**src/hw/rtl/lru_key_value_cache_top_defines.svh**
```systemverilog
// ----------------------------------------------------------------------------
// LRU key-value cache assertion macros
// Shared property forms used by the cache top level.
// ----------------------------------------------------------------------------
`ifndef LRU_KEY_VALUE_CACHE_TOP_DEFINES_SVH
`define LRU_KEY_VALUE_CACHE_TOP_DEFINES_SVH

// The consequent holds in the same cycle as the antecedent.
`define LKVC_ASSERT_SAME(lbl, ante, cons) \
  lbl: assert property (@(posedge clk) disable iff (rst) (ante) |-> (cons)) \
    else $error("Assertion failed in the same cycle.");

// The consequent holds in the cycle after the antecedent.
`define LKVC_ASSERT_NEXT(lbl, ante, cons) \
  lbl: assert property (@(posedge clk) disable iff (rst) (ante) |=> (cons)) \
    else $error("Assertion failed in the following cycle.");

`endif

```
**src/hw/rtl/lkvc_pkg.sv**
```systemverilog
// ----------------------------------------------------------------------------
// LRU key-value cache package
// Sizes, request and response items, and controller-datapath interfaces.
// ----------------------------------------------------------------------------
package lkvc_pkg;

  localparam int Entries   = 16;
  localparam int KeyBits   = 16;
  localparam int ValueBits = 32;
  localparam int CapBits   = 5;
  localparam int IdxBits   = (Entries > 1) ? $clog2(Entries) : 1;
  localparam int RankBits  = IdxBits;
  localparam int CntBits   = $clog2(Entries + 1);

  localparam logic [CapBits-1:0] CapReset = CapBits'(Entries);

  typedef enum logic {
    FUNC_GET = 1'b0,
    FUNC_PUT = 1'b1
  } func_t;

  typedef struct packed {
    func_t                func;
    logic [KeyBits-1:0]   lookup_key;
    logic [ValueBits-1:0] write_value;
  } req_t;

  typedef struct packed {
    logic                 hit;
    logic [ValueBits-1:0] read_value;
    logic                 evicted;
    logic [KeyBits-1:0]   evicted_key;
  } rsp_t;

  typedef struct packed {
    logic load;
    logic lookup;
    logic update;
  } cmd_t;

  typedef struct packed {
    logic out_free;
  } status_t;

endpackage

```
**src/hw/rtl/lkvc_ctrl.sv**
```systemverilog
// ----------------------------------------------------------------------------
// LRU key-value cache controller
// Steps each item through load, lookup and update, and waits for output room.
// ----------------------------------------------------------------------------
module lkvc_ctrl (
  input  logic              clk,
  input  logic              rst,
  input  logic              in_valid,
  output logic              in_stall,
  input  lkvc_pkg::status_t status,
  output lkvc_pkg::cmd_t    cmd
);
  import lkvc_pkg::*;

  typedef enum logic [1:0] {
    S_IDLE,
    S_LOOKUP,
    S_UPDATE
  } state_t;

  state_t state;

  assign in_stall   = (state != S_IDLE);
  assign cmd.load   = in_valid && (state == S_IDLE);
  assign cmd.lookup = (state == S_LOOKUP);
  assign cmd.update = (state == S_UPDATE) && status.out_free;

  always_ff @(posedge clk) begin
    if (rst) begin
      state <= S_IDLE;
    end else begin
      case (state)
        S_IDLE: begin
          if (in_valid) begin
            state <= S_LOOKUP;
          end
        end
        S_LOOKUP: begin
          state <= S_UPDATE;
        end
        S_UPDATE: begin
          if (status.out_free) begin
            state <= S_IDLE;
          end
        end
        default: begin
          state <= S_IDLE;
        end
      endcase
    end
  end

endmodule

```
**src/hw/rtl/lkvc_datapath.sv**
```systemverilog
// ----------------------------------------------------------------------------
// LRU key-value cache datapath
// Entry storage, parallel key match, recency ranks and the output register.
// ----------------------------------------------------------------------------
module lkvc_datapath (
  input  logic                          clk,
  input  logic                          rst,
  input  lkvc_pkg::cmd_t                cmd,
  output lkvc_pkg::status_t             status,
  input  lkvc_pkg::req_t                in_item,
  output logic                          out_valid,
  input  logic                          out_stall,
  output lkvc_pkg::rsp_t                out_item,
  input  logic                          cfg_wr_en,
  input  logic [lkvc_pkg::CapBits-1:0]  cfg_wr_data
);
  import lkvc_pkg::*;

  logic [Entries-1:0]   valid;
  logic [KeyBits-1:0]   keys   [Entries];
  logic [ValueBits-1:0] values [Entries];
  logic [RankBits-1:0]  rank   [Entries];
  logic [CntBits-1:0]   occ;
  logic [CapBits-1:0]   capacity;

  req_t               req;
  logic               hit;
  logic               evict;
  logic               insert;
  logic               slot_ok;
  logic [IdxBits-1:0] hit_idx;
  logic [IdxBits-1:0] lru_idx;
  logic [IdxBits-1:0] slot_idx;

  logic [Entries-1:0] match;
  logic [Entries-1:0] lru_mask;
  logic [Entries-1:0] free_mask;
  logic [CntBits-1:0] eff_cap;
  logic [RankBits-1:0] lru_rank;
  logic               need_evict;
  logic [IdxBits-1:0] hit_idx_next;
  logic [IdxBits-1:0] lru_idx_next;
  logic [IdxBits-1:0] slot_idx_next;
  logic [RankBits-1:0] hit_rank;
  logic [Entries-1:0] keep_valid;
  logic [Entries-1:0] insert_valid;

  assign status.out_free = !out_valid || !out_stall;

  always_comb begin
    if (capacity == '0) begin
      eff_cap = CntBits'(1);
    end else if (capacity > CapBits'(Entries)) begin
      eff_cap = CntBits'(Entries);
    end else begin
      eff_cap = CntBits'(capacity);
    end
    need_evict = (req.func == FUNC_PUT) && !(|match) && (occ >= eff_cap);
    lru_rank   = RankBits'(occ - CntBits'(1));
    for (int i = 0; i < Entries; i++) begin
      match[i]    = valid[i] && (keys[i] == req.lookup_key);
      lru_mask[i] = valid[i] && (rank[i] == lru_rank);
    end
    free_mask = ~valid | (need_evict ? lru_mask : '0);
    hit_idx_next  = '0;
    lru_idx_next  = '0;
    slot_idx_next = '0;
    for (int i = Entries - 1; i >= 0; i--) begin
      if (match[i]) begin
        hit_idx_next = IdxBits'(i);
      end
      if (lru_mask[i]) begin
        lru_idx_next = IdxBits'(i);
      end
      if (free_mask[i]) begin
        slot_idx_next = IdxBits'(i);
      end
    end
  end

  always_ff @(posedge clk) begin
    if (cmd.load) begin
      req <= in_item;
    end
    if (cmd.lookup) begin
      hit      <= |match;
      evict    <= need_evict;
      insert   <= (req.func == FUNC_PUT) && !(|match);
      slot_ok  <= |free_mask;
      hit_idx  <= hit_idx_next;
      lru_idx  <= lru_idx_next;
      slot_idx <= slot_idx_next;
    end
  end

  assign hit_rank = rank[hit_idx];

  always_comb begin
    for (int i = 0; i < Entries; i++) begin
      keep_valid[i]   = valid[i] && !(evict && (lru_idx == IdxBits'(i)));
      insert_valid[i] = keep_valid[i] || (slot_idx == IdxBits'(i));
    end
  end

  always_ff @(posedge clk) begin
    if (rst) begin
      valid    <= '0;
      occ      <= '0;
      capacity <= CapReset;
      for (int i = 0; i < Entries; i++) begin
        rank[i] <= '0;
      end
    end else begin
      if (cfg_wr_en) begin
        capacity <= cfg_wr_data;
      end
      if (cmd.update) begin
        if (hit) begin
          for (int i = 0; i < Entries; i++) begin
            if (valid[i] && (hit_idx != IdxBits'(i)) && (rank[i] < hit_rank)) begin
              rank[i] <= rank[i] + RankBits'(1);
            end
          end
          rank[hit_idx] <= '0;
        end else if (insert) begin
          if (slot_ok) begin
            for (int i = 0; i < Entries; i++) begin
              if (keep_valid[i]) begin
                rank[i] <= rank[i] + RankBits'(1);
              end
            end
            valid          <= insert_valid;
            rank[slot_idx] <= '0;
            if (!evict) begin
              occ <= occ + CntBits'(1);
            end
          end else if (evict) begin
            valid <= keep_valid;
            occ   <= occ - CntBits'(1);
          end
        end
      end
    end
  end

  always_ff @(posedge clk) begin
    if (cmd.update) begin
      if (hit && (req.func == FUNC_PUT)) begin
        values[hit_idx] <= req.write_value;
      end else if (insert && slot_ok) begin
        keys[slot_idx]   <= req.lookup_key;
        values[slot_idx] <= req.write_value;
      end
    end
  end

  always_ff @(posedge clk) begin
    if (rst) begin
      out_valid <= 1'b0;
    end else if (cmd.update) begin
      out_valid <= 1'b1;
    end else if (!out_stall) begin
      out_valid <= 1'b0;
    end
  end

  always_ff @(posedge clk) begin
    if (cmd.update) begin
      out_item.hit         <= hit;
      out_item.read_value  <= (hit && (req.func == FUNC_GET)) ? values[hit_idx] : '0;
      out_item.evicted     <= evict;
      out_item.evicted_key <= evict ? keys[lru_idx] : '0;
    end
  end

endmodule

```
**src/hw/rtl/lru_key_value_cache_top.sv**
```systemverilog
// Timing: an item is accepted in the load step, matched in the lookup step
// and its result is registered in the update step; no new item is taken
// until the last one leaves the update step; a stalled output holds it.
// Reset: synchronous, active high; clears valid marks, ranks and occupancy,
// and sets the capacity to the full entry count.
// ----------------------------------------------------------------------------
// LRU key-value cache top level
// Fully associative store with least-recently-used replacement.
// ----------------------------------------------------------------------------
`include "lru_key_value_cache_top_defines.svh"

module lru_key_value_cache_top (
  input  logic                          clk,
  input  logic                          rst,
  input  logic                          in_valid,
  output logic                          in_stall,
  input  lkvc_pkg::req_t                in_item,
  output logic                          out_valid,
  input  logic                          out_stall,
  output lkvc_pkg::rsp_t                out_item,
  input  logic                          cfg_wr_en,
  input  logic [lkvc_pkg::CapBits-1:0]  cfg_wr_data
);
  import lkvc_pkg::*;

  cmd_t    cmd;
  status_t status;

  lkvc_ctrl u_ctrl (
    .clk      (clk),
    .rst      (rst),
    .in_valid (in_valid),
    .in_stall (in_stall),
    .status   (status),
    .cmd      (cmd)
  );

  lkvc_datapath u_datapath (
    .clk         (clk),
    .rst         (rst),
    .cmd         (cmd),
    .status      (status),
    .in_item     (in_item),
    .out_valid   (out_valid),
    .out_stall   (out_stall),
    .out_item    (out_item),
    .cfg_wr_en   (cfg_wr_en),
    .cfg_wr_data (cfg_wr_data)
  );

  `LKVC_ASSERT_NEXT(a_one_item_at_a_time, in_valid && !in_stall, in_stall)
  `LKVC_ASSERT_NEXT(a_load_then_lookup, cmd.load, cmd.lookup)
  `LKVC_ASSERT_NEXT(a_update_shows_result, cmd.update, out_valid)

endmodule
```
**config.mk**
```make
export PLATFORM = sky130hd
export DESIGN_NAME = lru_key_value_cache_top
export DESIGN_NICKNAME = d
export VERILOG_FILES = /design/src/hw/rtl/lkvc_pkg.sv /design/src/hw/rtl/lkvc_ctrl.sv /design/src/hw/rtl/lkvc_datapath.sv /design/src/hw/rtl/lru_key_value_cache_top.sv
export VERILOG_INCLUDE_DIRS = /design/src /design/src/hw/rtl
export SDC_FILE = /design/constraint.sdc
export NUM_CORES = 1
export LEC_CHECK = 0
export BUFFER_PORTS_ARGS = -buffer_cell sky130_fd_sc_hd__buf_2
export CAP_MARGIN = 15
export CORE_ASPECT_RATIO = 1.75
export CORE_MARGIN = 3
export CORE_UTILIZATION = 45
export CTS_CLUSTER_DIAMETER = 60
export DETAILED_ROUTE_END_ITERATION = 6
export MAX_ROUTING_LAYER = met4
export SKIP_LAST_GASP = 1
export SLEW_MARGIN = 10
export SYNTH_ARGS = -nofsm -noshare
export SYNTH_HDL_FRONTEND = slang
export SYNTH_SLANG_ARGS = --single-unit
```
**constraint.sdc**
```tcl
create_clock -name clk -period 6.3 [get_ports clk]
set_clock_uncertainty 0.1 [all_clocks]
set_input_delay 0.315 -clock clk [delete_from_list [all_inputs] [get_ports clk]]
set_output_delay 0.315 -clock clk [all_outputs]
set_load 0.01 [all_outputs]
```
# Yosys cells after proc, flatten, opt, wreduce, memory -nomap -nowiden
# Memory sizes are Yosys's and may differ from the RTL's. A register that Yosys moved wholly into a read port is not among the register bits.
# Index checks and enable logic that the tools add are counted.
[totals]
output_inout_bits = 52
n_memories = 3
regBits = 96
in_bits = 59
elab_cells = 655
ramBits = 832
[op_classes]
n_eq_ne = 83
add_sub_neg = 18
reduce_logical = 164
n_mux = 307
n_lt_le_gt_ge = 18
n_bitwise = 36
[mem_list]
columns = ["memory", "words", "word_bits", "read_ports", "rd_ports_with_merged_regs", "write_ports", "line", "source"]
rows = [
  ["u_datapath.values", 16, 32, 1, 1, 1, "lkvc_datapath.sv:21", "logic [ValueBits-1:0] values [Entries];"],
  ["u_datapath.keys", 16, 16, 17, 1, 1, "lkvc_datapath.sv:20", "logic [KeyBits-1:0] keys [Entries];"],
  ["u_datapath.rank", 16, 4, 17, 0, 17, "lkvc_datapath.sv:22", "logic [RankBits-1:0] rank [Entries];"],
]
[op_table]
columns = ["cell", "count"]
rows = [
  ["equality test 16 bit", 16],
  ["two-way mux 4 bit", 59],
  ["two-way mux 1 bit", 218],
  ["logical AND 1 bit", 103],
  ["adder 4 x 1 -> 4 bit, second input constant", 16],
  ["equality test 4 bit", 16],
  ["equality test 4 bit, second input constant", 16],
  ["< comparator 4 bit", 16],
  ["two-way mux 16 bit", 3],
  ["two-way mux 3 bit", 12],
  ["equality test 4 x 3 -> 1 bit, second input constant", 8],
  ["two-way mux 32 bit", 1],
  ["!= test 4 bit, second input constant", 8],
  ["OR 1 bit", 32],
  ["OR reduction 16 bit", 2],
  ["OR reduction 32 bit", 1],
  ["two-way mux 5 bit", 5],
  ["OR reduction 8 bit", 3],
  ["logical NOT 1 bit", 21],
  ["logical OR 1 bit", 17],
  ["equality test 4 x 2 -> 1 bit, second input constant", 4],
  ["two-way mux 2 bit", 8],
  ["!= test 4 x 3 -> 1 bit, second input constant", 4],
  ["NOT 16 bit", 1],
  ["other kinds (24)", 36],
]

# Depth between registers and ports, before layout
# Gate-level depths: netlist of run 1.
# An unclocked memory read counts as a cell.
[logic_depth]
ltp_word = 24
depth_mapped = 17
ltp_nobuf = 15

# By module
# Synthesis of run 1 repeated with hierarchy kept, for this count alone.
[unflattened]
hier_cells = 2656
hier_area_um2 = 44079.8
[by_module_without_submodules]
columns = ["module", "area_per_inst_um2", "seq_area_each_um2", "cells_per_inst", "instances"]
rows = [
  ["lkvc_datapath", 43979.7, 28337.2, 2647, 1],
  ["lkvc_ctrl", 100.1, 40.0, 9, 1],
]

# Least setup slack after synthesis of run 1
# OpenSTA, ideal clock, no wires.
[synth_path]
path_kind = "register -> register"
start = "reg u_datapath.hit_idx[0]"
end = "mem u_datapath.rank[3][2] (netlist bit)"
n_path_buf = 3
t_arrival_ns = 4.194
t_required_ns = 6.130
path_stages_with_launch = 12
path_slack_ns = 1.936
cell_sequence = "edfxtp_1 buf_6 clkbuf_1 clkbuf_1 mux4_2 mux4_2 inv_1 ha_1 a2111oi_0 a31oi_4 or3_1 a21oi_1"
[synth_rtl]
columns = ["item", "line", "source"]
rows = [
  ["from (decl)", "lkvc_datapath.sv:31", "logic [IdxBits-1:0] hit_idx;"],
  ["from (signal assigned)", "lkvc_datapath.sv:90", "hit_idx <= hit_idx_next;"],
  ["to (decl)", "lkvc_datapath.sv:22", ""],
]

==> impl_results.rst, run 1 <==
.. list-table::
   :header-rows: 1

   * - Metric
     - Value
   * - Placed standard-cell area
     - 0.0466 mm2
   * - Min-Delay Path Class
     - input pin to register
   * - Outcome
     - completed
   * - Max transition margin
     - ~22%
   * - Pin count of the biggest net entering global routing
     - 99
   * - Worst hold stages
     - 3
   * - Post-synth top area cell
     - edfxtp_1
   * - Floorplan die width
     - ~240 um
   * - Maximum Capacitance Violations
     - 0
   * - Number of sinks on the clock net
     - 976
   * - Worst reg2reg path depth
     - 9
   * - Number of synthesized register bits
     - 976
   * - DIE AREA
     - around 0.10 mm2
   * - Worst vdd rail ir drop
     - 0.216 mV
   * - Nets in the synthesized netlist
     - 2806
   * - Sequential power share
     - 52.8%
   * - TNS Setup
     - 0 ps
   * - Number of detailed-routing iterations run before antenna repair
     - 6
   * - Die height
     - between 400 and 500 um
   * - Post-Layout Cell Count
     - 4248
   * - Critical Path Sink Type
     - register
   * - Starting utilization of the core area
     - between 40 and 50%
   * - Number of enable flip-flop cells after synthesis
     - between 800 and 900
   * - Worst Setup Slack post-DPL
     - 1760 ps
   * - Drc violations
     - 0
   * - Number of instances resized during post-cts repair
     - 0
   * - Placed insts
     - 4018
   * - Final antenna-violating net count
     - 0
   * - Routed len/inst
     - between 20 and 30 um
   * - Fin crit period
     - 4710 ps
   * - Transition at the pin with the smallest max-transition slack
     - 1180 ps
   * - Count of nets after finishing
     - about 3000
   * - Final core utilization
     - 51.8%
   * - Setup repair after global routing missed its margin
     - no
   * - Area growth from synthesis to layout
     - 14.0%
   * - Portion of the clock cycle consumed by the worst path in the final layout
     - approximately 75%
   * - Wire length of the first global-routing pass
     - 176 mm
   * - Post-synth ARST share
     - 0%
   * - Clock power share
     - 42.2%
   * - Post-synthesis area per instance
     - 16.5 um2
   * - Detailed-route vias per instance
     - a little under 6
   * - Classification of the worst setup path
     - register to register
   * - Number of fillers in the final layout
     - 7993
   * - Worst path setup slack after routing
     - roughly 1600 ps
   * - Most common cell after layout, fill and taps aside
     - edfxtp_1
   * - Area of the core
     - between 0.09 and 0.1 mm2
   * - Combinational power share
     - ~4.9%
   * - Area of all placed cells without fillers
     - 0.0503 mm2
   * - I/O pin count
     - 111
   * - Required time at the worst-slack endpoint
     - 6760 ps
   * - Power Internal
     - 10.7 mW
   * - Total vias in the final route
     - 25100
   * - Clk Latency, worst-skew pair
     - 690 ps
   * - Synth Flop Type
     - edfxtp_1
   * - Grt total ovfl
     - 0
   * - Final count of pins violating max slew
     - 0
   * - Largest driver fanout on the critical path
     - 16
   * - Most frequent cells in the layout
     - 883 x edfxtp_1, 267 x xor2_1, 259 x mux4_2, 143 x nor2_1, 110 x buf_2
   * - Overall fraction of global-route tracks in use
     - 24.1%
   * - Deepest level of the CTS H-tree
     - 3
   * - Root cell of the clock tree
     - clkbuf_16
   * - Type of origin of the critical path
     - register
   * - Starting DRT DRC Count
     - 2126
   * - Pwr Density
     - roughly 270 mW/mm2
   * - Routability Congestion
     - between 0.9 and 1
   * - Number of buffers on the longest clock path
     - 3
   * - Synthesized instance count
     - 2676
   * - Placement row count
     - around 150
   * - Syn Std Cell Area
     - ~0.044 mm2
   * - Main area contributors after synthesis
     - edfxtp_1 60%, mux4_2 13%, xor2_1 5.3%
   * - Power after layout
     - 13.8 mW
   * - Initial antenna violation count
     - 1
   * - Sum of routed wire length over all layers
     - 119 mm
   * - Number of global-route vias before repair
     - 26400
   * - TritonCTS clock tree
     - done
   * - Port Buffer Count
     - 110
   * - Final hold viol count
     - 0
   * - Yosys top cell area share
     - 60.0%
   * - Switching power of the nets
     - 3.02 mW
   * - Distinct cell type count after synthesis
     - 78
   * - Critical path arrival
     - 5170 ps
   * - Clk slew on worst S/H paths
     - roughly 70 ps
   * - Final worst hold slack
     - 136 ps
   * - HPWL after DPL
     - 79.1 mm
   * - Sequential cell area fraction in the yosys report
     - 64.2%
   * - Number of CTS-inserted buffers
     - 91
   * - Leakage
     - between 15 and 20 nW
   * - Diodes inserted
     - 0
   * - Number of setup violations in the final report
     - 0
   * - Switching share of power
     - 21.9%
   * - Layout cell share with drive strength beyond 1
     - 22.2%
   * - Maximum operating frequency
     - 212 MHz
   * - Total of warnings raised by yosys
     - 0
cells by family (layout without fill, tap and decap cells):
logic type / Yosys count / count (layout) / share of synthesized area (%)
muxes: 266 / 266 / 13.4
and+or+nand+nor: 566 / 566 / 6.70
AOI/OAI and AO/OA: 275 / 275 / 4.50
adders and majority gates: 71 / 71 / 2.01
buffers and inverters: 175 / 447 / 2.24
xor gates and xnor gates: 347 / 347 / 6.94
DFF: 976 / 976 / 64.2
per-layer routing:
layer / GRT usage, % / vias to the layer above / wire length, um
li1: - / 10900 / -
met1: 27.6 / 13100 / 44200
met2: 42.5 / 844 / 63200
met3: 2.77 / 283 / 5350
met4: 11.7 / 0 / 6100
met5: - / - / 0
timing repair:
item                      4_1_cts  5_1_grt
buffers inserted                0        0
hold buffers                   62        0
hold endpoints to repair       57        0
synth_stat cells (36+ instances only):
master and count:
a21oi_1 68, clkbuf_1 62, dfxtp_1 93, edfxtp_1 883, ha_1 71, mux4_2 259, nand2_1 66, nand3_1 38
nand4_1 36, nor2_1 167, nor2b_1 64, nor3_1 51, nor4_1 48, o21ai_0 44, xnor2_1 78, xor2_1 267
registers in the layout (all words and copies together) (netlist names):
signal                count
u_datapath.values       512
u_datapath.keys         256
u_datapath.rank          64
u_datapath.out_item      50
u_datapath.req           49
u_datapath.valid         16
u_datapath.capacity       5
u_datapath.occ            5
u_datapath.hit_idx        4
u_datapath.lru_idx        4
u_datapath.slot_idx       4
u_ctrl.state              2
u_datapath.evict          1
u_datapath.hit            1
u_datapath.insert         1
u_datapath.out_valid      1
u_datapath.slot_ok        1
final cells by class:
type                    instances  area [um2]  share of cell area, %
inverters                      36         139                  0.276
well taps                    1300        1630                   3.23
repair buffers                244        2050                   4.08
clock buffers                 109        2390                   4.74
multi-input cells            1525       15000                   29.8
clock inverters                58         756                   1.50
flip-flops and latches        976       28400                   56.4
power by group through the flow:
stage	sequential, mW	clock [mW]	combinational (mW)
after floorplan	7.34	0	0.467
after global placement	7.40	0	0.635
after detailed placement	7.41	0	0.647
after CTS	7.27	5.94	0.680
after global routing	7.28	6.18	0.729
final	7.27	5.81	0.677
final timing paths:
path,slack (ps),to,startpoint
worst max-delay path,1590,u_datapath.rank[3][2]$_SDFFE_PP0P_,u_datapath.hit_idx[1]$_SDFFCE_PP0N_
worst min-delay path,140,u_datapath.capacity[2]$_SDFFE_PP0P_,rst
worst max register to register,1590,u_datapath.rank[3][2]$_SDFFE_PP0P_,u_datapath.hit_idx[1]$_SDFFCE_PP0N_
worst min register to register,390,u_datapath.out_valid$_SDFFE_PP0P_,u_ctrl.state[1]$_SDFFE_PP0P_
worst max-delay path, cell delays in order, from the launching register on:
cell and delay (ps):
edfxtp_1 950, buf_4 330, mux4_2 330, mux4_2 460, inv_1 570, ha_1 380
a2111oi_0 770, a31oi_4 210, or3_1 340, a21oi_1 140
No activity file was read; power rests on OpenSTA's default activity.
==> run 2: changes to the inputs <==
- ABC_AREA: unset -> 1
- clock period: 6.3 -> 4.5 ns (I/O delays scaled with it)
==> impl_results.rst, run 2 <==
.. list-table::
   :header-rows: 1

   * - Metric
     - Value
   * - Outcome
     - completed
   * - Register with the most flip-flops
     - u_datapath.values
   * - Synthesized instance count
     - 3906 (+46%)
   * - Main combinational cell family by area after synthesis
     - compound AO/OA/AOI/OAI gates
   * - Placement row count
     - 151 (unchanged)
   * - TritonCTS clock tree
     - done
   * - Yosys top cell area share
     - 60.3% (+0.31 points)
   * - Routability Congestion
     - 1.09 (+16%)
   * - Synth Area in Adders
     - 2.02% (+0.010 points)
   * - Number of setup violations in the final report
     - 0 (unchanged)
   * - Critical Path Sink Type
     - register
   * - Post-synth top area cell
     - edfxtp_1
   * - Leakage
     - 18.2 nW (+11%)
   * - Transition at the pin with the smallest max-transition slack
     - 1160 ps (-18.9 ps)
   * - Max transition margin
     - 22.8% (+1.3 points)
   * - I/O pin count
     - 111 (unchanged)
   * - Type of origin of the critical path
     - register
   * - Simple logic cell fraction of the synthesized area
     - 12.2% (+5.5 points)
   * - Post-synth ARST share
     - 0% (unchanged)
   * - Number of buffers on the longest clock path
     - 3 (unchanged)
   * - Maximum operating frequency
     - 238 MHz (+12%)
   * - Flip-flop count of the largest register, all copies and words added
     - 512 (unchanged)
   * - Total vias in the final route
     - 32600 (+30%)
   * - DIE AREA
     - 0.102 mm2 (-0.50%)
   * - Share of synthesized area spent on multiplexers
     - 0% (-13 points)
   * - Number of CTS-inserted buffers
     - 92 (+1.1%)
   * - Largest stage delay, worst path
     - 400 ps (-550 ps)
   * - Clk slew on worst S/H paths
     - 60 ps (about the same)
   * - Most common cell in the synthesized netlist
     - nand2_1
   * - Number of enable flip-flop cells after synthesis
     - 883 (unchanged)
   * - Initial antenna violation count
     - 5 (+4)
   * - Number of detailed-routing iterations run before antenna repair
     - 6 (unchanged)
   * - Detailed-route vias per instance
     - 5.92 (about the same)
   * - Most common library cells after synthesis
     - 908 x nand2_1, 883 x edfxtp_1, 336 x a22oi_1
   * - Xor and xnor fraction of the mapped netlist area
     - 2.15% (-4.8 points)
   * - Fin crit period
     - 4190 ps (-520 ps)
   * - Drc violations
     - 0 (unchanged)
   * - Nets in the synthesized netlist
     - 4036 (+44%)
   * - Post-synthesis area per instance
     - 11.3 um2 (-32%)
   * - Number of synthesized register bits
     - 976 (unchanged)
   * - Critical path arrival
     - 4480 ps (-690 ps)
   * - Port Buffer Count
     - 110 (unchanged)
   * - Number of global-route vias before repair
     - 32900 (+25%)
   * - Synth Flop Type
     - edfxtp_1
   * - Clk Latency, worst-skew pair
     - 700 ps (about the same)
   * - Root cell of the clock tree
     - clkbuf_16
   * - Pin count of the biggest net entering global routing
     - 135 (+36%)
   * - Setup repair after global routing missed its margin
     - no
   * - Maximum Capacitance Violations
     - 0 (unchanged)
   * - HPWL after DPL
     - 102 mm (+29%)
   * - Final hold viol count
     - 0 (unchanged)
   * - Count of nets after finishing
     - 4260 (+42%)
   * - Classification of the worst setup path
     - register to register
   * - Sequential cell area fraction in the yosys report
     - 64.6% (+0.33 points)
   * - Biggest registers after layout
     - u_datapath.values (512), u_datapath.keys (256), u_datapath.rank (64)
   * - Routed len/inst
     - 28.2 um (+0.97%)
   * - Overall fraction of global-route tracks in use
     - 31.4% (+7.2 points)
   * - Area growth from synthesis to layout
     - 14.6%
   * - Starting DRT DRC Count
     - 2805 (+32%)
   * - Most common cell type on the critical path
     - nand2_1
   * - Grt total ovfl
     - 0 (unchanged)
   * - Critical Path Slowest Stage Cell
     - edfxtp_1
   * - Final antenna-violating net count
     - 0 (unchanged)
   * - Starting utilization of the core area
     - 45.3% (-0.14 points)
   * - Main area contributors after synthesis
     - edfxtp_1 60%, nand2_1 7.8%, a22oi_1 5.7%
   * - Syn Std Cell Area
     - 0.0439 mm2 (-0.51%)
   * - Min-Delay Path Class
     - input pin to register
   * - Largest driver fanout on the critical path
     - 18 (+2)
   * - Power after layout
     - 19.1 mW (+39%)
   * - Total of warnings raised by yosys
     - 0 (unchanged)
   * - Most common cell after layout, fill and taps aside
     - nand2_1
   * - Required time at the worst-slack endpoint
     - 4780 ps (-1980 ps)
   * - Pwr Density
     - 379 mW/mm2 (+39%)
   * - Worst vdd rail ir drop
     - 0.411 mV (+90%)
   * - Post-CTS Repair Setup Buffers
     - 0 (unchanged)
   * - Most frequent cells in the layout
     - 907 x nand2_1, 883 x edfxtp_1, 336 x a22oi_1, 277 x inv_1, 231 x nor2_1
   * - Portion of the clock cycle consumed by the worst path in the final layout
     - 93.2% (+18 points)
   * - Wire length of the first global-routing pass
     - 224 mm (+27%)
   * - TNS Setup
     - 0 ps (unchanged)
   * - Number of sinks on the clock net
     - 976 (unchanged)
   * - Deepest level of the CTS H-tree
     - 3 (unchanged)
   * - Distinct cell type count after synthesis
     - 60 (-23%)
   * - Fraction of the mapped netlist area in compound gates
     - 14.4% (+9.9 points)
   * - Area of the core
     - 0.0969 mm2 (-0.19%)
   * - Final count of pins violating max slew
     - 0 (unchanged)
   * - Sum of routed wire length over all layers
     - 156 mm (+31%)
   * - Die height
     - 419 um (-0.25%)
   * - Floorplan die width
     - 242 um (-0.25%)
   * - Number of fillers in the final layout
     - 8586 (+7.4%)
   * - Layout cell share with drive strength beyond 1
     - 11.6% (-11 points)
## run 2: logic make-up after synthesis
kind of cell               Yosys count
AOI/OAI and AO/OA                  939
xor gates and xnor gates           108
adders and majority gates           71
buffers and inverters              481
DFF                                976
and+or+nand+nor                   1331
## run 2: worst paths after layout
kind                                                startpoint                                   end  slack, ps  depth (start not counted)
worst max-delay path              u_datapath.req[32]$_DFFE_PP_  u_datapath.slot_idx[0]$_SDFFCE_PP0N_        310                         28
worst min-delay path                                in_item[3]           u_datapath.req[3]$_DFFE_PP_        140                          2
worst max register to register    u_datapath.req[32]$_DFFE_PP_  u_datapath.slot_idx[0]$_SDFFCE_PP0N_        310                         28
worst min register to register  u_datapath.occ[4]$_SDFFE_PP0P_        u_datapath.occ[4]$_SDFFE_PP0P_        380                          2
## run 2: timing repair
item | CTS | global route
gates resized for setup | 0 | 1
endpoints found under the hold margin | 57 | 0
endpoints found under the setup margin | 0 | 1
hold buffers | 68 | 0
## run 2: through the flow
step | utilization, % | instances | area, um2 | setup WS [ps] | hold slack [ps]
after floorplan | - | 3906 | 44000 | -98.7 | 224
after global placement | 48.1 | 5267 | 46700 | 481 | 302
after detailed placement | 48.1 | 5267 | 46700 | 500 | 303
after global routing | 52.0 | 5508 | 50400 | 112 | 126
final | 52.0 | 5509 | 50400 | 307 | 137
after CTS | 51.9 | 5503 | 50300 | 442 | 83.8
## run 2: routing by layer
| layer | vias up | GRT usage [%] | wire length (um) |
|---|---|---|---|
| met2 | 1396 | 55.1 | 81100 |
| met4 | 0 | 22.4 | 12900 |
| met3 | 488 | 4.03 | 8950 |
| met5 | - | - | 0 |
| met1 | 16100 | 32.5 | 52700 |
| li1 | 14600 | - | - |
## run 2: where the power goes
part	internal (mW)	switching [mW]	total (mW)
logic	0.347	0.804	1.15
clock network	4.24	3.56	7.80
registers	9.98	0.146	10.1
## run 2: layout make-up
type / instances / area (um2) / area share [%]
well taps: 1300 / 1630 / 3.23
inverters: 308 / 1180 / 2.34
diodes: 5 / 12.5 / 0.0248
repair buffers: 303 / 2380 / 4.73
clock inverters: 56 / 568 / 1.13
flip-flops and latches: 976 / 28400 / 56.4
clock buffers: 112 / 2430 / 4.82
multi-input cells: 2449 / 13800 / 27.4
## run 2: critical path, delay by kind of cell (launching register included)
family	cells	cell delay, ps
flops	1	400
compound gates	2	420
buf+inv	3	560
simple gates	23	2370
